<file path="config.mk">
export PLATFORM = sky130hd
export DESIGN_NAME = rcsp_square
export DESIGN_NICKNAME = d
export VERILOG_FILES = /design/src/sv/rcsp_pkg.sv /design/src/sv/rcsp_square.sv
export SDC_FILE = /design/constraint.sdc
export NUM_CORES = 2
export LEC_CHECK = 0
export ABC_AREA = 1
export BUFFER_PORTS_ARGS = -buffer_cell sky130_fd_sc_hd__buf_2
export CORE_AREA = 8 8 277 332
export CTS_CLUSTER_SIZE = 25
export DETAILED_ROUTE_END_ITERATION = 6
export DIE_AREA = 0 0 285 340
export GPL_TIMING_DRIVEN = 0
export PLACE_DENSITY_LB_ADDON = 0.3
export RECOVER_POWER = 25
export SLEW_MARGIN = 40
export SYNTH_ARGS = -nofsm -noshare
export SYNTH_HDL_FRONTEND = slang
export SYNTH_SLANG_ARGS = --single-unit
</file>
<file path="constraint.sdc">
create_clock -name clk -period 5.5 [get_ports clk]
set_input_delay 0.55 -clock clk [delete_from_list [all_inputs] [get_ports clk]]
set_output_delay 0.55 -clock clk [all_outputs]
set_load 0.05 [all_outputs]
</file>
<file path="src/sv/rcsp_pkg.sv">
// ----------------------------------------------------------------------------
// Round cone support point: shared package
// Widths, register indexes, sphere codes and reset values used by all files.
// ----------------------------------------------------------------------------
package rcsp_pkg;

	// Default coordinate width (Q8.8 at 16 bits).
	localparam int COORD_WIDTH_DEF = 16;

	// Configuration register indexes.
	localparam int CFG_INDEX_WIDTH = 2;
	localparam logic [CFG_INDEX_WIDTH-1:0] REG_RADIUS_BACK  = 2'd0;
	localparam logic [CFG_INDEX_WIDTH-1:0] REG_RADIUS_FRONT = 2'd1;
	localparam logic [CFG_INDEX_WIDTH-1:0] REG_AXIS_LENGTH  = 2'd2;

	// Register reset values (1.0, 1.0 and 2.0 in Q8.8).
	localparam int RADIUS_BACK_RST  = 256;
	localparam int RADIUS_FRONT_RST = 256;
	localparam int AXIS_LENGTH_RST  = 512;

	// Sphere codes.
	localparam int CODE_WIDTH = 2;
	localparam logic [CODE_WIDTH-1:0] SPHERE_BACK     = 2'd0;
	localparam logic [CODE_WIDTH-1:0] SPHERE_FRONT    = 2'd1;
	localparam logic [CODE_WIDTH-1:0] SPHERE_ENCLOSED = 2'd2;

	// Unit direction is Q2.14; its magnitude never exceeds 1.0.
	localparam int DIR_FRAC   = 14;
	localparam int DIR_WIDTH  = 16;
	localparam int QUOT_BITS  = 15;
	// The squared norm is scaled by 2^16 before the root, giving a Q8.16 norm.
	localparam int NORM_SHIFT = 16;
	localparam int NORM_EXTRA = 8;
	// Numerator scale of the normalizing divide.
	localparam int DIV_SHIFT  = 22;

endpackage

</file>
<file path="src/sv/rcsp_square.sv">
// ----------------------------------------------------------------------------
// Round cone support point: squared norm
// Two stages: three squares, then their sum.
// ----------------------------------------------------------------------------
module rcsp_square #(
	parameter int COORD_WIDTH = rcsp_pkg::COORD_WIDTH_DEF
) (
	input  logic                          clk,
	input  logic                          arst_n,
	input  logic                          in_valid,
	output logic                          in_ready,
	input  logic signed [COORD_WIDTH-1:0] in_v [3],
	output logic                          out_valid,
	input  logic                          out_ready,
	output logic [2*COORD_WIDTH+1:0]      out_sum,
	output logic signed [COORD_WIDTH-1:0] out_v [3]
);
	localparam int SQW  = 2 * COORD_WIDTH;
	localparam int SUMW = 2 * COORD_WIDTH + 2;

	logic                          vld_s1, vld_s2;
	logic                          en_s1, en_s2;
	logic [SQW-1:0]                sq_s1 [3];
	logic signed [COORD_WIDTH-1:0] v_s1 [3];
	logic signed [COORD_WIDTH-1:0] v_s2 [3];
	logic [SUMW-1:0]               sum_s2;
	logic [COORD_WIDTH-1:0]        mag [3];

	assign en_s2    = !vld_s2 || out_ready;
	assign en_s1    = !vld_s1 || en_s2;
	assign in_ready = en_s1;

	always_comb begin
		for (int i = 0; i < 3; i++) begin
			mag[i] = in_v[i][COORD_WIDTH-1] ? COORD_WIDTH'(-in_v[i]) : COORD_WIDTH'(in_v[i]);
		end
	end

	always_ff @(posedge clk or negedge arst_n) begin
		if (!arst_n) begin
			vld_s1 <= 1'b0;
			vld_s2 <= 1'b0;
		end else begin
			if (en_s1) begin
				vld_s1 <= in_valid;
			end
			if (en_s2) begin
				vld_s2 <= vld_s1;
			end
		end
	end

	always_ff @(posedge clk) begin
		if (en_s1) begin
			for (int i = 0; i < 3; i++) begin
				sq_s1[i] <= SQW'(mag[i]) * SQW'(mag[i]);
				v_s1[i]  <= in_v[i];
			end
		end
		if (en_s2) begin
			sum_s2 <= SUMW'(sq_s1[0]) + SUMW'(sq_s1[1]) + SUMW'(sq_s1[2]);
			for (int i = 0; i < 3; i++) begin
				v_s2[i] <= v_s1[i];
			end
		end
	end

	assign out_valid = vld_s2;
	assign out_sum   = sum_s2;
	assign out_v     = v_s2;

endmodule

</file>
# == Word level (Yosys, flattened, before mapping) ==
# Memory sizes are Yosys's and may differ from the RTL's. A register that Yosys moved wholly into a read port is not among the register bits.
# Cells that the tools add are included.
# op_classes
n_reduce_logical,4
mul,3
addsub,5
mux,5
# ops
operator,n
multiplier 16 x 16 -> 32 bit,3
2-to-1 mux 16 bit,3
negator 16 bit,3
adder 33 x 32 -> 34 bit,1
adder 32 x 32 -> 33 bit,1
zero test 1 bit,2
logical OR 1 bit,2
2-to-1 mux 1 bit,2
# word_totals
elab_cells,22
ram_bits,144
output_inout_bits,84
inputBits,52
reg_bits,36
n_memories,2
# memory_table
name,words,word_bits,rd,rd_ports_with_merged_regs,wr,line,rtl
sq_s1,3,32,3,0,3,rcsp_square.sv:23,logic [SQW-1:0] sq_s1 [3];
v_s1,3,16,3,3,3,rcsp_square.sv:24,logic signed [COORD_WIDTH-1:0] v_s1 [3];

# == Longest topological paths before layout ==
# depth
ltp_word,5
mapped_depth,36
depth_no_buf,35

# == Worst setup path before layout ==
# OpenSTA, ideal clock, no wires.
# synth_path
path_type,input to register
startpoint,in in_v[32] in the netlist's numbering
endpoint,"mem sq_s1[0][31] in the netlist's numbering, data pin"
setup_time_ns,0.253
required_ns,5.247
arrival_ns,6.313
cell_stages,27
path_slack_ns,-1.066
n_path_buf,1
path_cell_list,inv_2 -> clkbuf_1 -> ha_1 -> nand2_2 -> o21ai_4 -> xor2_4 -> inv_4 -> a21oi_1 -> fa_1 -> fa_1 -> inv_1 -> fa_1 -> inv_1 -> fa_1 -> fa_1 -> inv_1 -> fa_1 -> inv_1 -> ha_1 -> nand2_1 -> inv_1 -> nand2_1 -> nor3_1 -> and2_1 -> nand2_1 -> nand3_1 -> nand2_1
# synth_rtl
item,line,rtl
from (decl),rcsp_square.sv:12,"input logic signed [COORD_WIDTH-1:0] in_v [3],"
to (decl),rcsp_square.sv:23,

==> run_summary.xml <==
<?xml version="1.0" encoding="UTF-8"?>
<metrics>
  <group name="yosys">
    <metric name="syn-mean-instance-area" unit="um^2">8.11</metric>
    <metric name="synth-seq-cells" unit="">222</metric>
    <metric name="syn-cell-area" unit="um^2">34200</metric>
    <metric name="syn-instance-count" unit="">4220</metric>
    <metric name="synth.yosys.warnings" unit="">0</metric>
    <metric name="synth.yosys.seq_area_share" unit="%">19.4</metric>
    <metric name="yosysUniqueCellTypes" unit="">41</metric>
    <metric name="synth-main-ff-cell" unit="">sky130_fd_sc_hd__edfxtp_1</metric>
    <metric name="asyncSetResetFlopFracSynth" unit="%">0.901</metric>
    <metric name="synth_enable_flop_cells" unit="">220</metric>
  </group>
  <group name="critical_path">
    <metric name="worst_path_fanout_max" unit="">5</metric>
    <metric name="crit_path_end_kind" unit="">flip-flop</metric>
    <metric name="path_common_cell" unit="">sky130_fd_sc_hd__fa_1</metric>
    <metric name="critical_path.max_stage_delay" unit="ps">550</metric>
    <metric name="rrSetupSlack" unit="ps">2530</metric>
    <metric name="worst-endpoint-arrival" unit="ps">6280</metric>
    <metric name="cp-endpoint" unit="">sq_s1[0][30]</metric>
    <metric name="critical_path_type" unit="">input pin to flip-flop</metric>
    <metric name="crit_path_top_delay_cell" unit="">sky130_fd_sc_hd__fa_1</metric>
    <metric name="worstReg2RegEnd" unit="">out_sum[14]</metric>
    <metric name="setup.worst_path.start_class" unit="">input pin</metric>
    <metric name="reg2reg_depth" unit="">8</metric>
    <metric name="cp_data_required_time" unit="ps">5880</metric>
    <metric name="critical_path.reg2reg.startpoint" unit="">sq_s1[0][44]</metric>
    <metric name="worstSetupStartpoint" unit="">in_v[33]</metric>
  </group>
  <group name="die">
    <metric name="fp.dieH" unit="um">340</metric>
    <metric name="std_cell_rows" unit="">119</metric>
    <metric name="floorplan.initialDensity" unit="%">39.4</metric>
    <metric name="core_box_area" unit="um^2">87000</metric>
    <metric name="die_x" unit="um">285</metric>
    <metric name="top_level_ports" unit="">136</metric>
    <metric name="floorplan.die_area" unit="um^2">96900</metric>
  </group>
  <group name="clock_tree">
    <metric name="insertion_delay" unit="ps">630</metric>
    <metric name="numClockSinks" unit="">222</metric>
    <metric name="clock_buffer_count_from_cts" unit="">29</metric>
    <metric name="cts.htree.levels" unit="">1</metric>
    <metric name="root_buffer" unit="">sky130_fd_sc_hd__clkbuf_16</metric>
    <metric name="cts_tree" unit="">done</metric>
    <metric name="path_clk_slew" unit="ps">60</metric>
    <metric name="clock_path_buffers" unit="">3</metric>
  </group>
  <group name="placed_design">
    <metric name="gp_congestion" unit="">0.905</metric>
    <metric name="hpwl" unit="um">78000</metric>
    <metric name="io_buf_count" unit="">135</metric>
  </group>
  <group name="finish">
    <metric name="antenna_cells_inserted" unit="">0</metric>
    <metric name="mostFrequentLayoutCell" unit="">sky130_fd_sc_hd__inv_1</metric>
    <metric name="num-nets-final" unit="">5523</metric>
    <metric name="area_growth" unit="%">28.1</metric>
    <metric name="share_of_final_layout_standard_cells_stronger_than_drive_strength_1" unit="%">27.2</metric>
    <metric name="layout.cells.most_common_list" unit="">sky130_fd_sc_hd__inv_1 (986), sky130_fd_sc_hd__nand2_1 (818), sky130_fd_sc_hd__fa_1 (490)</metric>
  </group>
  <group name="routing">
    <metric name="drt-total-wl" unit="um">96000</metric>
    <metric name="detail-route-antenna-nets" unit="">0</metric>
    <metric name="routed_wire_length_per_instance" unit="um">16.5</metric>
    <metric name="vias_per_cell" unit="">4.82</metric>
    <metric name="drt_pass1_iterations" unit="">7</metric>
    <metric name="num_vias" unit="">27900</metric>
    <metric name="drc" unit="">2</metric>
    <metric name="first_iter_violations" unit="">1382</metric>
  </group>
  <group name="global_route">
    <metric name="wire_length_of_the_first_global_routing_pass" unit="um">152000</metric>
    <metric name="globalRouteOverflowTotal" unit="">0</metric>
    <metric name="grt_max_degree" unit="">37</metric>
    <metric name="antenna_found_initial" unit="">0</metric>
    <metric name="globalRouteTotalUtil" unit="%">19.6</metric>
    <metric name="grt_pass1_vias" unit="">29100</metric>
  </group>
  <group name="status">
    <metric name="status" unit="">finished with violations</metric>
    <metric name="violated_checks" unit="">DRC, setup timing</metric>
  </group>
  <group name="sta">
    <metric name="achievable-frequency" unit="GHz">0.169</metric>
    <metric name="rsz_0062_raised_after_global_routing" unit="">true</metric>
    <metric name="hold_viol" unit="">0</metric>
    <metric name="final-setup-viol-count" unit="">60</metric>
    <metric name="finalWorstSetupSlack" unit="ps">-407</metric>
    <metric name="max_slew.worst_pin.slew" unit="ps">651</metric>
    <metric name="fin_skew" unit="ps">27.7</metric>
    <metric name="timing.max_slew.rel_slack" unit="%">56.4</metric>
    <metric name="whs" unit="ps">140</metric>
    <metric name="finalMaxSlewViolations" unit="">0</metric>
    <metric name="fin_crit_sh" unit="%">107</metric>
    <metric name="period_needed" unit="ps">5910</metric>
  </group>
  <group name="flow_run">
    <metric name="max_cap_viol_count" unit="">0</metric>
  </group>
  <group name="min_path">
    <metric name="hold_class" unit="">input pin to flip-flop</metric>
  </group>
</metrics>
## logic make-up after synthesis
kind of cell,Yosys count,share of synthesized area [%]
compound gates,145,2.38
fa+ha+maj,844,42.3
flops,222,19.4
other cells,2,0.0219
buf+inv,1203,13.5
xor+xnor,78,2.07
simple gates,1726,20.3
## registers in the layout, indices dropped and copies added (netlist names)
name / flops
out_sum: 34
v_s1: 45
out_v: 48
out_valid: 1
sq_s1: 93
vld_s1: 1
## synth_stat cells, drive strengths merged, types with 3 or more instances
library cell	count	share of area, %
a21o	11	0.24
a21oi	83	1.2
and2	6	0.11
and3	3	0.055
buf	40	0.71
clkbuf	10	0.11
clkinv	3	0.033
edfxtp	220	19
fa	522	31
ha	322	12
inv	1150	13
nand2	1114	12
nand3	173	2.5
nand3b	8	0.18
nand4	35	0.64
nor2	358	4.1
nor3	21	0.31
o21ai	32	0.51
o21bai	18	0.39
or2	5	0.091
xnor2	7	0.18
xor2	71	1.9
## per-layer routing
layer / up-vias / global-route usage (%) / share of wire (%)
met2: 706 / 34.6 / 50
met4: 0 / 8.73 / 4.8
li1: 13300 / - / -
met3: 221 / 2.41 / 4.8
met5: - / 0 / 0
met1: 13700 / 24.0 / 40
## worst min-delay path by stage
stage / end / start / depth (start not counted)
after floorplan: out_valid / arst_n / 0
after global placement: vld_s1 / arst_n / 1
after detailed placement: vld_s1 / arst_n / 1
after CTS: vld_s1 / in_valid / 3
after global routing: v_s1[0][47] / in_v[15] / 1
final: vld_s1 / in_valid / 3
## per-stage QoR
stage / setup slack (ps) / utilization (%) / cell area (um^2) / setup TNS, ps / instances
after floorplan: -483 / - / 35800 / -22280 / 4254
after global placement: -1650 / 43.6 / 37900 / -97060 / 5538
after detailed placement: -1620 / 43.7 / 38000 / -98560 / 5544
after CTS: -354 / 48.2 / 41900 / -11420 / 5735
after global routing: -610 / 50.4 / 43900 / -27740 / 5798
final: -407 / 50.4 / 43900 / -17510 / 5798
## worst max-delay path: cells and delay by family
kind	cells	cell delay, ps
simple gates	8	610
compound gates	2	390
fa+ha+maj	8	3490
xor+xnor	1	200
buf+inv	10	1030
## final cells by class
class,instances,area [um^2]
flip-flops and latches,222,6660
clock inverters,23,233
clock buffers,30,729
repair buffers,344,2600
plain buffers,48,587
inverters,1153,4520
multi-input cells,2829,27100
well taps,1149,1440
fillers,8082,43100
## repair_timing
item | CTS | global route
hold buffers | 1 | 0
setup endpoints to repair | 69 | 69
buffers inserted | 138 | 65
pin swaps | 294 | 258
hold endpoints to repair | 2 | 0
resized for setup | 489 | 440
Power is left out: the tool's default activity adds up to more than one toggle a clock period on the data nets, which glitch-free logic cannot reach.
