<file path="src/sv/rcsp_pkg.sv">
// ----------------------------------------------------------------------------
// Round cone support point: shared package
// Widths, register indexes, sphere codes and reset values used by all files.
// ----------------------------------------------------------------------------
package rcsp_pkg;

	// Default coordinate width (Q8.8 at 16 bits).
	localparam int COORD_WIDTH_DEF = 16;

	// Configuration register indexes.
	localparam int CFG_INDEX_WIDTH = 2;
	localparam logic [CFG_INDEX_WIDTH-1:0] REG_RADIUS_BACK  = 2'd0;
	localparam logic [CFG_INDEX_WIDTH-1:0] REG_RADIUS_FRONT = 2'd1;
	localparam logic [CFG_INDEX_WIDTH-1:0] REG_AXIS_LENGTH  = 2'd2;

	// Register reset values (1.0, 1.0 and 2.0 in Q8.8).
	localparam int RADIUS_BACK_RST  = 256;
	localparam int RADIUS_FRONT_RST = 256;
	localparam int AXIS_LENGTH_RST  = 512;

	// Sphere codes.
	localparam int CODE_WIDTH = 2;
	localparam logic [CODE_WIDTH-1:0] SPHERE_BACK     = 2'd0;
	localparam logic [CODE_WIDTH-1:0] SPHERE_FRONT    = 2'd1;
	localparam logic [CODE_WIDTH-1:0] SPHERE_ENCLOSED = 2'd2;

	// Unit direction is Q2.14; its magnitude never exceeds 1.0.
	localparam int DIR_FRAC   = 14;
	localparam int DIR_WIDTH  = 16;
	localparam int QUOT_BITS  = 15;
	// The squared norm is scaled by 2^16 before the root, giving a Q8.16 norm.
	localparam int NORM_SHIFT = 16;
	localparam int NORM_EXTRA = 8;
	// Numerator scale of the normalizing divide.
	localparam int DIV_SHIFT  = 22;

endpackage

</file>
<file path="src/sv/rcsp_sqrt.sv">
// ----------------------------------------------------------------------------
// Round cone support point: pipelined square root
// One root bit per stage, restoring method, with a side payload carried along.
// ----------------------------------------------------------------------------
module rcsp_sqrt #(
	parameter int COORD_WIDTH = rcsp_pkg::COORD_WIDTH_DEF,
	parameter int SIDE_WIDTH  = 3 * rcsp_pkg::COORD_WIDTH_DEF
) (
	input  logic                                     clk,
	input  logic                                     arst_n,
	input  logic                                     in_valid,
	output logic                                     in_ready,
	input  logic [2*COORD_WIDTH+1:0]                 in_sum,
	input  logic [SIDE_WIDTH-1:0]                    in_side,
	output logic                                     out_valid,
	input  logic                                     out_ready,
	output logic [COORD_WIDTH+rcsp_pkg::NORM_EXTRA-1:0] out_root,
	output logic [SIDE_WIDTH-1:0]                    out_side
);
	import rcsp_pkg::*;

	localparam int SUMW = 2 * COORD_WIDTH + 2;
	localparam int RW   = SUMW + NORM_SHIFT;
	localparam int NW   = COORD_WIDTH + NORM_EXTRA;
	localparam int NS   = NW + 1;

	logic [NS-1:0]         vld;
	logic [NS:0]           en;
	logic [RW-1:0]         rem_s  [NS];
	logic [NW-1:0]         root_s [NS];
	logic [SIDE_WIDTH-1:0] side_s [NS];

	always_comb begin
		en[NS] = out_ready;
		for (int k = NS - 1; k >= 0; k--) begin
			en[k] = !vld[k] || en[k+1];
		end
	end

	assign in_ready = en[0];

	always_ff @(posedge clk or negedge arst_n) begin
		if (!arst_n) begin
			vld <= '0;
		end else begin
			if (en[0]) begin
				vld[0] <= in_valid;
			end
			for (int k = 1; k < NS; k++) begin
				if (en[k]) begin
					vld[k] <= vld[k-1];
				end
			end
		end
	end

	always_ff @(posedge clk) begin
		if (en[0]) begin
			rem_s[0]  <= {in_sum, NORM_SHIFT'(0)};
			root_s[0] <= '0;
			side_s[0] <= in_side;
		end
	end

	for (genvar k = 1; k < NS; k++) begin : g_step
		localparam int B = NW - k;
		logic [RW-1:0] trial;
		logic          take;

		// (root + 2^B)^2 - root^2 = root * 2^(B+1) + 2^(2B)
		assign trial = (RW'(root_s[k-1]) << (B + 1)) + (RW'(1) << (2 * B));
		assign take  = rem_s[k-1] >= trial;

		always_ff @(posedge clk) begin
			if (en[k]) begin
				rem_s[k]  <= take ? rem_s[k-1] - trial : rem_s[k-1];
				root_s[k] <= take ? (root_s[k-1] | (NW'(1) << B)) : root_s[k-1];
				side_s[k] <= side_s[k-1];
			end
		end
	end

	assign out_valid = vld[NS-1];
	assign out_root  = root_s[NS-1];
	assign out_side  = side_s[NS-1];

endmodule

</file>
<file path="config.mk">
export PLATFORM = sky130hd
export DESIGN_NAME = rcsp_sqrt
export DESIGN_NICKNAME = d
export VERILOG_FILES = /design/src/sv/rcsp_pkg.sv /design/src/sv/rcsp_sqrt.sv
export SDC_FILE = /design/constraint.sdc
export NUM_CORES = 2
export LEC_CHECK = 0
export BUFFER_PORTS_ARGS = -buffer_cell sky130_fd_sc_hd__buf_2
export CAP_MARGIN = 20
export CORE_ASPECT_RATIO = 0.8
export CORE_MARGIN = 3
export CORE_UTILIZATION = 34
export CTS_BUF_LIST = sky130_fd_sc_hd__clkbuf_8 sky130_fd_sc_hd__clkbuf_16
export DETAILED_ROUTE_END_ITERATION = 12
export PLACE_DENSITY_LB_ADDON = 0.08
export SETUP_SLACK_MARGIN = 0.4
export SYNTH_ARGS = -nofsm -noshare
export SYNTH_HDL_FRONTEND = slang
export SYNTH_SLANG_ARGS = --single-unit
</file>
<file path="constraint.sdc">
create_clock -name clk -period 25.8 [get_ports clk]
set_clock_uncertainty 0.1 [all_clocks]
set_input_delay 5.16 -clock clk [delete_from_list [all_inputs] [get_ports clk]]
set_output_delay 5.16 -clock clk [all_outputs]
set_load 0.01 [all_outputs]
</file>
Yosys cells after proc, flatten, opt, wreduce, memory -nomap -nowiden
Memories as Yosys holds them, arrays and structs flattened.
Cells that the tools add are included.
Word-level totals
  word-level logic and storage cells: 248
  RAM bits: 3050
  register bits: 25
  memories kept: 3
Operators by class
  $lt $le $gt $ge: 24
  $add $sub $neg: 48
  reductions and logical operators: 50
  multiplexer cells: 98
Memory list
  rem_s: words 25, width 50, read ports 24, clocked after memory_dff 0, wr ports 25, RTL line rcsp_sqrt.sv:29  | logic [RW-1:0] rem_s [NS];
  side_s: words 25, width 48, read ports 25, clocked after memory_dff 0, wr ports 25, RTL line rcsp_sqrt.sv:31  | logic [SIDE_WIDTH-1:0] side_s [NS];
  root_s: words 25, width 24, read ports 25, clocked after memory_dff 0, wr ports 25, RTL line rcsp_sqrt.sv:30  | logic [NW-1:0] root_s [NS];
Operators with widths (count)
  50-bit 2-to-1 mux: 24
  1-bit 2-to-1 mux: 51
  50-bit by 26-bit greater-or-equal comparator with 1-bit output: 1
  50-bit by 27-bit greater-or-equal comparator with 1-bit output: 1
  50-bit by 28-bit greater-or-equal comparator with 1-bit output: 1
  50-bit by 29-bit greater-or-equal comparator with 1-bit output: 1
  50-bit by 30-bit greater-or-equal comparator with 1-bit output: 1
  50-bit by 31-bit greater-or-equal comparator with 1-bit output: 1
  50-bit by 32-bit greater-or-equal comparator with 1-bit output: 1
  50-bit by 33-bit greater-or-equal comparator with 1-bit output: 1
  50-bit by 34-bit greater-or-equal comparator with 1-bit output: 1
  50-bit by 35-bit greater-or-equal comparator with 1-bit output: 1
  50-bit by 36-bit greater-or-equal comparator with 1-bit output: 1
  50-bit by 37-bit greater-or-equal comparator with 1-bit output: 1
  50-bit by 38-bit greater-or-equal comparator with 1-bit output: 1
  50-bit by 39-bit greater-or-equal comparator with 1-bit output: 1
  50-bit by 40-bit greater-or-equal comparator with 1-bit output: 1
  50-bit by 41-bit greater-or-equal comparator with 1-bit output: 1
  50-bit by 42-bit greater-or-equal comparator with 1-bit output: 1
  50-bit by 43-bit greater-or-equal comparator with 1-bit output: 1
  50-bit by 44-bit greater-or-equal comparator with 1-bit output: 1
  50-bit by 45-bit greater-or-equal comparator with 1-bit output: 1
  50-bit by 46-bit greater-or-equal comparator with 1-bit output: 1
  50-bit by 47-bit greater-or-equal comparator with 1-bit output: 1
  75 further kinds: 123

Longest topological paths before layout
  word-level depth: 28
  mapped depth: 14

Worst setup path before layout
No wires, ideal clock.
  kind: input port to output port
  start point: input port out_ready
  end point: output port in_ready
  arrival time: 16.908 ns
  data required time: 20.540 ns
  stages: 11
  slack: 3.632 ns
  path through: nand2b_1 nor2_1 inv_2 nor2_1 and2_1 inv_2 nor4_1 nand2_1 or3_1 nor2_1 nand3_1
Between the ends
  word-level cells in the longest chain between the ends: 25
Ends and longest elaborated chain
  from (decl): RTL line rcsp_sqrt.sv:16  | input logic out_ready,
  1-bit logical OR (2 in a row): RTL line rcsp_sqrt.sv:36  | en[k] = !vld[k] || en[k+1];
  via en[23]: RTL line rcsp_sqrt.sv:28  | logic [NS:0] en;
  1-bit logical OR (4 in a row): RTL line rcsp_sqrt.sv:36
  via en[19]: RTL line rcsp_sqrt.sv:28
  1-bit logical OR (10 in a row): RTL line rcsp_sqrt.sv:36
  via en[9]: RTL line rcsp_sqrt.sv:28
  1-bit logical OR (6 in a row): RTL line rcsp_sqrt.sv:36
  via en[3]: RTL line rcsp_sqrt.sv:28
  1-bit logical OR (3 in a row): RTL line rcsp_sqrt.sv:36
  to (decl): RTL line rcsp_sqrt.sv:12  | output logic in_ready,
The timed path passes the listed nets, and every way through them passes these cells.

Final worst setup path
  start point: input port out_ready
  end point: output port in_ready
Between the ends
  word-level cells in the longest chain between the ends: 25
Ends and longest elaborated chain (RTL line)
  1-bit logical OR: rcsp_sqrt.sv:36
  via en[24]: rcsp_sqrt.sv:28
  1-bit logical OR: rcsp_sqrt.sv:36
  via en[23]: rcsp_sqrt.sv:28
  1-bit logical OR (4 in a row): rcsp_sqrt.sv:36
  via en[19]: rcsp_sqrt.sv:28
  1-bit logical OR (10 in a row): rcsp_sqrt.sv:36
  via en[9]: rcsp_sqrt.sv:28
  1-bit logical OR (6 in a row): rcsp_sqrt.sv:36
  via en[3]: rcsp_sqrt.sv:28
  1-bit logical OR (3 in a row): rcsp_sqrt.sv:36
The timed path passes the listed nets, and every way through them passes these cells.

==> results.txt <==
Status -> finished, final reports clean
Seq cells post-synth -> 2390
Internal cell power -> 7.77 mW
Worst reg2reg path endpoint -> side_s[0][19]
Syn_area_per_cell -> 15.8 µm²
CTS tree -> yes
Worst setup startpoint -> out_ready
Clock tree buffer depth -> 4
DRC Markers -> 0
Final std cells w/o fill -> 10300
Port bufs -> 159
Setup TNS -> 0 ps
Syn_nets -> 6428
Clk root buf -> clkbuf_16
Antenna Nets Post-Route -> 0
DR WL/cell -> 17.1 µm
Worst Max-Slew Pin Slew -> 1050 ps
Leakage power -> 41.6 nW
Mapped Area -> 95000 µm²
Register-to-Register Path Depth -> 13
Netlist cell types -> 85
Simple-gate share of the synthesized area -> 0.0748
Htree depth -> 4
Row count -> 172
Largest net degree at the start of global routing -> 86
Fin. Hold Viols -> 0
Pwr Total -> 10.4 mW
Slew Viols, Final -> 0
Main combinational cell family by area after synthesis -> simple AND/OR/NAND/NOR gates
Max Freq -> 0.0650 GHz
Sequential share of the synthesized area -> 0.754
EDFF count, synth -> 2365
Peak supply drop -> 57.3 µV
Multi-input logic area -> 21800 µm²
Vias in the first global route -> 48500
WP data arrival -> 10130 ps
Pre-CTS WS -> 10280 ps
Mapped Cells -> 6028
Share of layout cells above drive strength 1 -> 0.0988
Die Ht -> 479 µm
Final Setup Violations -> 0
Total wire length -> 176000 µm
Gpl congestion -> 0.791
Num CTS Buffers -> 247
FF-to-FF Start -> vld[24]
1st-iter DRT viols -> 2601
CP required -> 20540 ps
Most common flop cell mapped by yosys -> edfxtp_1
Combinational power share -> 0.130
Via count -> 47400
Die area -> 286000 µm²
Part of the power in registers -> 0.538
Synth-to-Final Area Change -> 14.5%
Mux cell area share after synthesis -> 0.00590
Fill cells -> 25200
Post-CTS Setup Inserts -> 0
Post-CTS resize count -> 0
Register Area -> 71600 µm²
# IOs -> 160
Critical path startpoint category -> input port
CORE AREA -> 276000 µm²
Post-Synth XOR/XNOR Area -> 0.0448
Rel. slew slack -> 0.297
Setup ws final -> 10410 ps
Hold/Removal Path Class -> reg2reg
Setup CP Type -> in2out
CP max FO -> 49
Flop-to-flop setup slack -> 19900 ps
Yosys warns -> 0
Adder-Cell Fraction of Synth Area -> 0.0419
Chip width -> 597 µm
Critical Path Sink -> in_ready
First-pass GRT wire length -> 278000 µm
Sink Count -> 2390
Via density -> 4.61
Hold Buf Count CTS -> 0
Pwr Density -> 95.8 nW/µm²
Max-Cap Viols -> 0
FFs w/ async S/R, synth -> 0.0105
Most common cell after layout, fill and taps aside -> edfxtp_1
RSZ-0062 raised after global routing -> false
Placed wire-length estimate -> 125000 µm
Starting Density -> 0.344
Initial antenna violation count -> 7
Most frequent cells in the layout -> 2365 x edfxtp_1, 431 x inv_1, 342 x nand2_1, 307 x ha_1, 283 x nor2_1
CTS clk-pin slew, worst paths -> 60 ps
Period minus WS final -> 15390 ps
Period utilization -> 0.597
Net switching power -> 2.65 mW
GR Util All Layers -> 0.122
Clk_lat worst skew -> 880 ps
Gr ovfl total -> 0
Clock power frac -> 0.333
# placed instances -> 9823
DRT Pass-1 Iters -> 8
Beginning of the worst hold path -> side_s[0][330]
CP endpoint kind -> output pin
Synth Area in Compound Gates -> 0.0593
Final #Nets -> 6826
Switching Share -> 0.254
-- how the worst min path moves through the flow --
| stage | end | slack, ps | cells past startpoint |
|---|---|---|---|
| 6_report | side_s[0][378] | 250 | 0 |
| 5_1_grt | side_s[0][383] | 240 | 0 |
| 4_1_cts | side_s[0][378] | 240 | 0 |
| 3_5_place_dp | side_s[0][125] | 300 | 0 |
| 3_3_place_gp | side_s[0][350] | 300 | 0 |
| 2_1_floorplan | side_s[0][100] | 300 | 0 |
-- synthesized netlist by cell type, drive strengths merged (4+ instances only) --
master / count / area share
or4b: 5 / 0.00053
nand4: 38 / 0.0025
o31ai: 42 / 0.0034
clkbuf: 47 / 0.0019
nor3: 161 / 0.0085
nor3b: 9 / 0.00076
and2: 13 / 0.00086
and3: 19 / 0.0013
a21o: 92 / 0.0073
or4: 28 / 0.0022
nor2b: 36 / 0.0024
nand3: 64 / 0.0034
edfxtp: 2365 / 0.75
fa: 7 / 0.0015
nor4b: 17 / 0.0016
o21a: 63 / 0.0050
xnor2: 221 / 0.020
o211a: 4 / 0.00042
a311oi: 7 / 0.00071
o21bai: 22 / 0.0017
nand2b: 96 / 0.0063
o211ai: 17 / 0.0013
or2: 30 / 0.0020
a21boi: 11 / 0.00087
mux2: 40 / 0.0047
ha: 307 / 0.040
a21oi: 211 / 0.011
o21ai: 312 / 0.016
xor2: 265 / 0.024
a211o: 14 / 0.0014
nor2: 284 / 0.011
a31oi: 22 / 0.0014
dfrtp: 25 / 0.0066
buf: 17 / 0.00092
a31o: 5 / 0.00046
or3: 91 / 0.0060
mux2i: 11 / 0.0012
o41ai: 9 / 0.00083
nand4b: 13 / 0.0012
nor4: 121 / 0.0080
a2111oi: 11 / 0.0010
inv: 412 / 0.016
a211oi: 37 / 0.0029
nand3b: 17 / 0.0013
nand2: 349 / 0.014
-- layout make-up --
type	count	area share
well taps	3654	0.0420
inverters	413	0.0144
clock buffers	256	0.0583
flip-flops and latches	2390	0.659
multi-input cells	3161	0.200
clock inverters	195	0.0149
diodes	2	0.0000460
repair buffers	213	0.0117
-- cells by family after synthesis --
logic type	count (synthesis)
xor+xnor	486
simple gates	1401
fa+ha+maj	314
mux	51
flops	2390
buf+inv	477
compound gates	909
-- sequential cells by signal, summed over array words and instances (netlist names) --
register and cells:
vld 25, root_s 300, side_s 1200, rem_s 865
-- worst max-delay path, cell delays in order --
cell and delay [ps]:
buf_2 100, nand2b_4 310, nor2_1 510, inv_4 320, nor2_1 360, and2_1 330
inv_4 280, nor4_1 410, buf_4 240, nand2_4 250, or3_4 650, nor2_1 470
nand3_4 370, buf_2 300
-- through the flow --
stage	instance area (µm²)	utilization	hold WS, ps
after detailed placement	101000	0.364	305
after global routing	109000	0.394	238
after CTS	109000	0.393	244
after global placement	101000	0.364	301
after floorplan	95000	-	300
final	109000	0.394	252
-- power by group through the flow --
stage / registers, mW / logic [mW] / clock network, mW
2_1_floorplan: 5.52 / 1.03 / 0
5_1_grt: 5.69 / 1.54 / 3.79
4_1_cts: 5.62 / 1.37 / 3.62
6_report: 5.60 / 1.35 / 3.47
3_5_place_dp: 5.69 / 1.36 / 0
3_3_place_gp: 5.69 / 1.34 / 0
-- per-layer routing --
layer | global-route usage | part of all wire | wire, µm | up-vias
met5 | 0 | 0 | 0 | -
met4 | 0.0387 | 0.030 | 5210 | 0
met3 | 0.0210 | 0.040 | 7050 | 330
met2 | 0.186 | 0.44 | 77000 | 768
met1 | 0.177 | 0.49 | 86400 | 22700
li1 | - | - | - | 23600
Power figures use the tool's default switching activity.
