**src/sv/rcsp_pkg.sv**
```systemverilog
// ----------------------------------------------------------------------------
// Round cone support point: shared package
// Widths, register indexes, sphere codes and reset values used by all files.
// ----------------------------------------------------------------------------
package rcsp_pkg;

	// Default coordinate width (Q8.8 at 16 bits).
	localparam int COORD_WIDTH_DEF = 16;

	// Configuration register indexes.
	localparam int CFG_INDEX_WIDTH = 2;
	localparam logic [CFG_INDEX_WIDTH-1:0] REG_RADIUS_BACK  = 2'd0;
	localparam logic [CFG_INDEX_WIDTH-1:0] REG_RADIUS_FRONT = 2'd1;
	localparam logic [CFG_INDEX_WIDTH-1:0] REG_AXIS_LENGTH  = 2'd2;

	// Register reset values (1.0, 1.0 and 2.0 in Q8.8).
	localparam int RADIUS_BACK_RST  = 256;
	localparam int RADIUS_FRONT_RST = 256;
	localparam int AXIS_LENGTH_RST  = 512;

	// Sphere codes.
	localparam int CODE_WIDTH = 2;
	localparam logic [CODE_WIDTH-1:0] SPHERE_BACK     = 2'd0;
	localparam logic [CODE_WIDTH-1:0] SPHERE_FRONT    = 2'd1;
	localparam logic [CODE_WIDTH-1:0] SPHERE_ENCLOSED = 2'd2;

	// Unit direction is Q2.14; its magnitude never exceeds 1.0.
	localparam int DIR_FRAC   = 14;
	localparam int DIR_WIDTH  = 16;
	localparam int QUOT_BITS  = 15;
	// The squared norm is scaled by 2^16 before the root, giving a Q8.16 norm.
	localparam int NORM_SHIFT = 16;
	localparam int NORM_EXTRA = 8;
	// Numerator scale of the normalizing divide.
	localparam int DIV_SHIFT  = 22;

endpackage

```
**src/sv/rcsp_div.sv**
```systemverilog
// ----------------------------------------------------------------------------
// Round cone support point: pipelined normalizing divider
// Three lanes share the norm; one quotient bit per stage, rounded half away.
// ----------------------------------------------------------------------------
module rcsp_div #(
	parameter int COORD_WIDTH = rcsp_pkg::COORD_WIDTH_DEF
) (
	input  logic                                        clk,
	input  logic                                        arst_n,
	input  logic                                        in_valid,
	output logic                                        in_ready,
	input  logic [COORD_WIDTH+rcsp_pkg::NORM_EXTRA-1:0] in_norm,
	input  logic signed [COORD_WIDTH-1:0]               in_v [3],
	output logic                                        out_valid,
	input  logic                                        out_ready,
	output logic signed [rcsp_pkg::DIR_WIDTH-1:0]       out_d [3]
);
	import rcsp_pkg::*;

	localparam int NW = COORD_WIDTH + NORM_EXTRA;
	localparam int DW = COORD_WIDTH + DIV_SHIFT;
	localparam int NS = QUOT_BITS + 1;

	logic [NS-1:0]        vld;
	logic [NS:0]          en;
	logic [DW-1:0]        rem_s  [NS][3];
	logic [QUOT_BITS-1:0] q_s    [NS][3];
	logic [2:0]           neg_s  [NS];
	logic                 zero_s [NS];
	logic [NW-1:0]        norm_s [NS];
	logic [COORD_WIDTH-1:0] mag [3];

	always_comb begin
		en[NS] = out_ready;
		for (int k = NS - 1; k >= 0; k--) begin
			en[k] = !vld[k] || en[k+1];
		end
		for (int i = 0; i < 3; i++) begin
			mag[i] = in_v[i][COORD_WIDTH-1] ? COORD_WIDTH'(-in_v[i]) : COORD_WIDTH'(in_v[i]);
		end
	end

	assign in_ready = en[0];

	always_ff @(posedge clk or negedge arst_n) begin
		if (!arst_n) begin
			vld <= '0;
		end else begin
			if (en[0]) begin
				vld[0] <= in_valid;
			end
			for (int k = 1; k < NS; k++) begin
				if (en[k]) begin
					vld[k] <= vld[k-1];
				end
			end
		end
	end

	// Entry stage: magnitude scaled by 2^22 plus half the divisor for rounding.
	always_ff @(posedge clk) begin
		if (en[0]) begin
			for (int i = 0; i < 3; i++) begin
				rem_s[0][i] <= (DW'(mag[i]) << DIV_SHIFT) + DW'(in_norm >> 1);
				q_s[0][i]   <= '0;
				neg_s[0][i] <= in_v[i][COORD_WIDTH-1];
			end
			zero_s[0] <= (in_norm == '0);
			norm_s[0] <= in_norm;
		end
	end

	for (genvar k = 1; k < NS; k++) begin : g_step
		localparam int B = QUOT_BITS - k;
		logic [DW-1:0] sub;

		assign sub = DW'(norm_s[k-1]) << B;

		always_ff @(posedge clk) begin
			if (en[k]) begin
				for (int i = 0; i < 3; i++) begin
					if (rem_s[k-1][i] >= sub) begin
						rem_s[k][i] <= rem_s[k-1][i] - sub;
						q_s[k][i]   <= q_s[k-1][i] | (QUOT_BITS'(1) << B);
					end else begin
						rem_s[k][i] <= rem_s[k-1][i];
						q_s[k][i]   <= q_s[k-1][i];
					end
				end
				neg_s[k]  <= neg_s[k-1];
				zero_s[k] <= zero_s[k-1];
				norm_s[k] <= norm_s[k-1];
			end
		end
	end

	always_comb begin
		for (int i = 0; i < 3; i++) begin
			if (zero_s[NS-1]) begin
				out_d[i] = '0;
			end else if (neg_s[NS-1][i]) begin
				out_d[i] = -$signed(DIR_WIDTH'(q_s[NS-1][i]));
			end else begin
				out_d[i] = $signed(DIR_WIDTH'(q_s[NS-1][i]));
			end
		end
	end

	assign out_valid = vld[NS-1];

endmodule

```
**config.mk**
```make
export PLATFORM = sky130hd
export DESIGN_NAME = rcsp_div
export DESIGN_NICKNAME = d
export VERILOG_FILES = /design/src/sv/rcsp_pkg.sv /design/src/sv/rcsp_div.sv
export SDC_FILE = /design/constraint.sdc
export NUM_CORES = 2
export LEC_CHECK = 0
export ABC_CLOCK_PERIOD_IN_PS = 18330
export BUFFER_PORTS_ARGS = -buffer_cell sky130_fd_sc_hd__buf_2
export CORE_ASPECT_RATIO = 0.5
export CORE_MARGIN = 4
export CORE_UTILIZATION = 50
export CTS_BUF_LIST = sky130_fd_sc_hd__clkbuf_8
export DETAILED_ROUTE_END_ITERATION = 16
export HOLD_SLACK_MARGIN = 0.15
export MAX_ROUTING_LAYER = met4
export PLACE_DENSITY = 0.65
export SYNTH_ARGS = -nofsm -noshare
export SYNTH_HDL_FRONTEND = slang
export SYNTH_SLANG_ARGS = --single-unit
```
**constraint.sdc**
```tcl
create_clock -name clk -period 18.33 [get_ports clk]
set_input_delay 2.7495 -clock clk [delete_from_list [all_inputs] [get_ports clk]]
set_output_delay 2.7495 -clock clk [all_outputs]
set_load 0.03 [all_outputs]
```
# Yosys cells after proc, flatten, opt, wreduce, memory -nomap -nowiden
# Memory sizes are Yosys's and may differ from the RTL's.
# Cells that the tools add are included.
# classes
add_sub_neg	54
mux	401
bitwise	90
n_reduce_logical	33
magnitude_cmp	45
# ops
op	count
two-way mux 38 bit	45
two-way mux 15 bit	45
two-way mux 1 bit	302
two-way mux 16 bit	9
adder 38 x 23 -> 38 bit	3
greater-or-equal comparator 38 x 24 -> 1 bit	3
greater-or-equal comparator 38 x 25 -> 1 bit	3
greater-or-equal comparator 38 x 26 -> 1 bit	3
greater-or-equal comparator 38 x 27 -> 1 bit	3
greater-or-equal comparator 38 x 28 -> 1 bit	3
greater-or-equal comparator 38 x 29 -> 1 bit	3
greater-or-equal comparator 38 x 30 -> 1 bit	3
greater-or-equal comparator 38 x 31 -> 1 bit	3
greater-or-equal comparator 38 x 32 -> 1 bit	3
greater-or-equal comparator 38 x 33 -> 1 bit	3
greater-or-equal comparator 38 x 34 -> 1 bit	3
greater-or-equal comparator 38 x 35 -> 1 bit	3
greater-or-equal comparator 38 x 36 -> 1 bit	3
greater-or-equal comparator 38 x 37 -> 1 bit	3
greater-or-equal comparator 38 bit	3
subtractor 38 x 24 -> 38 bit	3
subtractor 38 x 25 -> 38 bit	3
subtractor 38 x 26 -> 38 bit	3
subtractor 38 x 27 -> 38 bit	3
other kinds (17)	162
# word_totals
n_memories	5
inputBits	76
register_bits	16
mem_bits_rw	2992
elab_cells	644
# memory_table
memory	words	word_bits	rd	rd_ports_with_merged_regs	write_ports	line	rtl
rem_s	16	114	15	0	16	rcsp_div.sv:26	logic [DW-1:0] rem_s [NS][3];
q_s	16	45	16	0	16	rcsp_div.sv:27	logic [QUOT_BITS-1:0] q_s [NS][3];
norm_s	16	24	15	0	16	rcsp_div.sv:30	logic [NW-1:0] norm_s [NS];
neg_s	16	3	16	0	16	rcsp_div.sv:28	logic [2:0] neg_s [NS];
zero_s	16	1	16	0	16	rcsp_div.sv:29	logic zero_s [NS];

# Depth between registers and ports, before layout
# logic_depth
word_depth	19
ltp_mapped	16

# Least setup slack after synthesis
# No wires, ideal clock.
# synth_path
path_kind	input to output
startpoint	input out_ready
endpoint	output in_ready
stages	10
t_required_ns	15.580
slack_ns	0.811
arrival_time_ns	14.770
path_cell_list	nand2b_4 > nor2_1 > inv_1 > nor4_4 > and2_1 > nand2_1 > nor2_1 > inv_1 > nor2_4 > nand3_1
# synth_via
elab_chain_cells	16
# synth_rtl
item	line	rtl
from (decl)	rcsp_div.sv:15	input logic out_ready,
logical OR 1 bit (2 in a row)	rcsp_div.sv:36	en[k] = !vld[k] || en[k+1];
net en[14]	rcsp_div.sv:25	logic [NS:0] en;
logical OR 1 bit (10 in a row)	rcsp_div.sv:36	
net en[4]	rcsp_div.sv:25	
logical OR 1 bit	rcsp_div.sv:36	
net en[3]	rcsp_div.sv:25	
logical OR 1 bit (3 in a row)	rcsp_div.sv:36	
to (decl)	rcsp_div.sv:11	output logic in_ready,
# The timed path passes the listed nets, and every way through them passes these cells.

# Final worst setup path
# layout_path
startpoint	input out_ready
endpoint	output in_ready
# layout_via
elab_chain_cells	16
# layout_rtl
item	line
logical OR 1 bit	rcsp_div.sv:36
net en[15]	rcsp_div.sv:25
logical OR 1 bit	rcsp_div.sv:36
net en[14]	rcsp_div.sv:25
logical OR 1 bit (10 in a row)	rcsp_div.sv:36
net en[4]	rcsp_div.sv:25
logical OR 1 bit	rcsp_div.sv:36
net en[3]	rcsp_div.sv:25
logical OR 1 bit (3 in a row)	rcsp_div.sv:36
# The timed path passes the listed nets, and every way through them passes these cells.

==> run_results.csv <==
group,metric,value,unit
synth,ys_types,105,
clocking,root_buffer,"clkbuf_8",
place,portBuffers,125,
synth,ys_seq_elements,2129,
finish,nets,14100,
drt,num_vias,97700,
pwr,power.density,195,nW/um^2
floorplan,coreArea,265000,sq um
clocking,ctsHtreeMaxLevel,5,
critical_path,crit-reg2reg-launch,"vld[15]",
place,placed_cells,16200,
critical_path,r2r_cells,12,
sta,finalCritPeriodShare,0.538,
clocking,cts_resized,0,
status,outcome,"finished clean",
critical_path,arrival,7.12,ns
sta,worst_pin_slew,1.30,ns
place,dp_hpwl,306000,um
drt,drt_iter0_markers,7024,
clocking,hold_buffers,0,
critical_path,regToRegSetupSlack,12.48,ns
sta,fin_tns_setup,0,ns
drt,drt-total-wl,382000,um
floorplan,initial_utilization,0.506,
floorplan,die-height,374,um
synth,ys.warnings.count,0,
grt,grt_pass1_wl,573000,um
synth,yosysSeqAreaShare,0.477,
pwr,vdd_drop_max,77.9,uV
critical_path,worstPathRequired,15.58,ns
place,post_dp_cell_area,139000,sq um
pwr,p_leak,57.8,nW
floorplan,dieArea,277000,sq um
floorplan,rows,133,
synth,ys.flop_type,"edfxtp_1",
critical_path,crit_fanout,56,
hold_path,hold_class,"reg -> reg",
hold_path,whs_endpoint,"neg_s[0][15]",
grt,grt_max_degree,78,
critical_path,reg2reg_to,"rem_s[0][223]",
sta,post-route-min-period,9.87,ns
clocking,insertion_delay,1.02,ns
clocking,cts_setup_buffers,0,
sta,hold_viol_final,0,
grt,overflow,0,
grt,grt_pass1_vias,97000,
synth,synth_nets,13900,
sta,skew,0.0869,ns
synth,avgSynthCellArea,10.5,sq um
synth,synth_async_sr_flop_share,0.00752,
synth,synth_edf_count,2113,
critical_path,crit_path_end_kind,"output pin",
sta,slew_headroom,0.126,
critical_path,startpoint_type,"input port",
synth,synthesis.area,134000,sq um
floorplan,io_pins,126,
drt,firstDrtPassIters,6,
drt,avgRoutedWirePerCell,22.8,um
hold_path,min_from,"neg_s[0][12]",
clocking,tritoncts,"done",
clocking,clkSinkCount,2129,
grt,grt_usage,0.277,
sta,grt_setup_unrepaired,"no",
sta,worst_hold_slack,0.401,ns
clocking,cts_buffer_depth,4,
drt,ant_nets,0,
clocking,numCtsBuffers,323,
pwr,power.total,0.0283,W
clocking,clkTransAtPathRegs,0.07,ns
drt,drc,0,
hold_path,holdPathStages,0,
sta,fmax,101,MHz
grt,antenna_found_initial,4,
synth,netlist_instances,12700,
job,maxCapViolCount,0,
finish,fin_area,145000,sq um
critical_path,critPathKind,"in -> out",
finish,area_delta_synth_final,8.20,%
floorplan,dieWidth,740,um
drt,viasPerCell,5.84,
sta,drv_slew,0,
sta,setup_viol,0,
finish,drive_gt1_frac,0.0799,
finish,fillers,23100,
finish,fin_cells,16700,
place,place_congestion,1.04,
-- how the worst max path moves through the flow --
stage              start        to  slack [ns]  cells after the start
4_1_cts        out_ready  in_ready        8.42                     12
2_1_floorplan  out_ready  in_ready        0.81                     10
3_5_place_dp   out_ready  in_ready        8.44                     12
6_report       out_ready  in_ready        8.46                     12
5_1_grt        out_ready  in_ready        8.22                     12
3_3_place_gp   out_ready  in_ready        8.58                     12
-- state kept, by name, summed over array words and instances (netlist names) --
register	count
zero_s	16
neg_s	48
rem_s	1379
vld	16
norm_s	310
q_s	360
-- cells by family (layout without fill, tap and decap cells) --
kind of cell,Yosys count,after routing,synth area share
muxes,266,266,0.0222
adders and majority gates,1088,1088,0.104
xor gates and xnor gates,1188,1188,0.0777
and+or+nand+nor,3637,3637,0.131
other,0,6,0
DFF,2129,2129,0.477
AOI/OAI and AO/OA,3478,3478,0.161
buffers and inverters,945,1446,0.0271
-- stage by stage --
| stage | util | worst slack, ns |
|---|---|---|
| 4_1_cts | 0.547 | 8.42 |
| 2_1_floorplan | - | 0.811 |
| 6_report | 0.547 | 8.46 |
| 3_5_place_dp | 0.524 | 8.44 |
| 5_1_grt | 0.547 | 8.22 |
| 3_3_place_gp | 0.524 | 8.58 |
-- synthesized netlist by cell type (107+ instances only) --
master	n	share of area
ha_1	1048	0.098
or3_1	107	0.0050
nor3_1	234	0.0087
nand4_1	172	0.0080
inv_1	650	0.018
xnor2_1	671	0.044
edfxtp_1	2113	0.47
nand2b_1	192	0.0090
nor4_1	151	0.0071
a21oi_1	1161	0.043
o21ai_0	855	0.032
clkbuf_1	221	0.0062
mux2_2	245	0.021
nor2_1	998	0.028
xor2_1	517	0.034
nand2_1	979	0.027
nand3_1	243	0.0091
o21a_1	126	0.0071
a21o_1	452	0.025
nor2b_1	169	0.0079
-- critical path, stage by stage --
cell,delay [ns]
buf_2,0.10
nand2b_4,0.30
nor2_1,0.54
inv_8,0.21
nor4_4,0.69
and2_1,0.42
nand2_4,0.46
nor2_1,0.39
inv_4,0.32
nor2_4,0.40
nand3_4,0.22
buf_2,0.24
-- power breakdown --
| part | internal [W] | switching, W | total (W) |
|---|---|---|---|
| clock network | 0.00193 | 0.00195 | 0.00389 |
| registers | 0.00835 | 0.00152 | 0.00987 |
| logic | 0.00607 | 0.00843 | 0.0145 |
| total | 0.0163 | 0.0119 | 0.0283 |
-- cell usage in the layout (no fill, tap or decap), types with 82 or more instances in the layout --
| cell type | netlist | routed |
|---|---|---|
| a211oi_1 | 92 | 90 |
| a21o_1 | 452 | 452 |
| a21oi_1 | 1161 | 1156 |
| a31oi_1 | 83 | 82 |
| and3_1 | 86 | 86 |
| buf_2 | 34 | 125 |
| buf_4 | 8 | 88 |
| clkbuf_8 | 0 | 337 |
| edfxtp_1 | 2113 | 2113 |
| ha_1 | 1048 | 1048 |
| inv_1 | 650 | 729 |
| mux2_2 | 245 | 245 |
| nand2_1 | 979 | 975 |
| nand2b_1 | 192 | 191 |
| nand3_1 | 243 | 240 |
| nand4_1 | 172 | 172 |
| nor2_1 | 998 | 996 |
| nor2b_1 | 169 | 169 |
| nor3_1 | 234 | 233 |
| nor4_1 | 151 | 148 |
| o21a_1 | 126 | 126 |
| o21ai_0 | 855 | 855 |
| o21bai_1 | 100 | 99 |
| o31ai_1 | 94 | 92 |
| or3_1 | 107 | 106 |
| xnor2_1 | 671 | 671 |
| xor2_1 | 517 | 517 |
-- final cells by class --
| class | instances | area (sq um) | area share |
|---|---|---|---|
| flip-flops and latches | 2129 | 63900 | 0.441 |
| diodes | 6 | 15.0 | 0.000104 |
| well taps | 3510 | 4390 | 0.0303 |
| inverters | 654 | 2490 | 0.0172 |
| multi-input cells | 9657 | 66700 | 0.460 |
| clock buffers | 337 | 4640 | 0.0320 |
| repair buffers | 213 | 1290 | 0.00888 |
| clock inverters | 242 | 1510 | 0.0104 |
-- per-layer routing --
| layer | global-route usage | wire (um) | part of all wire | vias to the layer above |
|---|---|---|---|---|
| li1 | - | - | - | 48000 |
| met1 | 0.318 | 156000 | 0.41 | 46300 |
| met2 | 0.473 | 186000 | 0.49 | 2550 |
| met3 | 0.0284 | 13800 | 0.036 | 909 |
| met4 | 0.160 | 26000 | 0.068 | 0 |
| met5 | - | 0 | 0 | - |
Note: power is estimated with default switching activity, not from simulation.
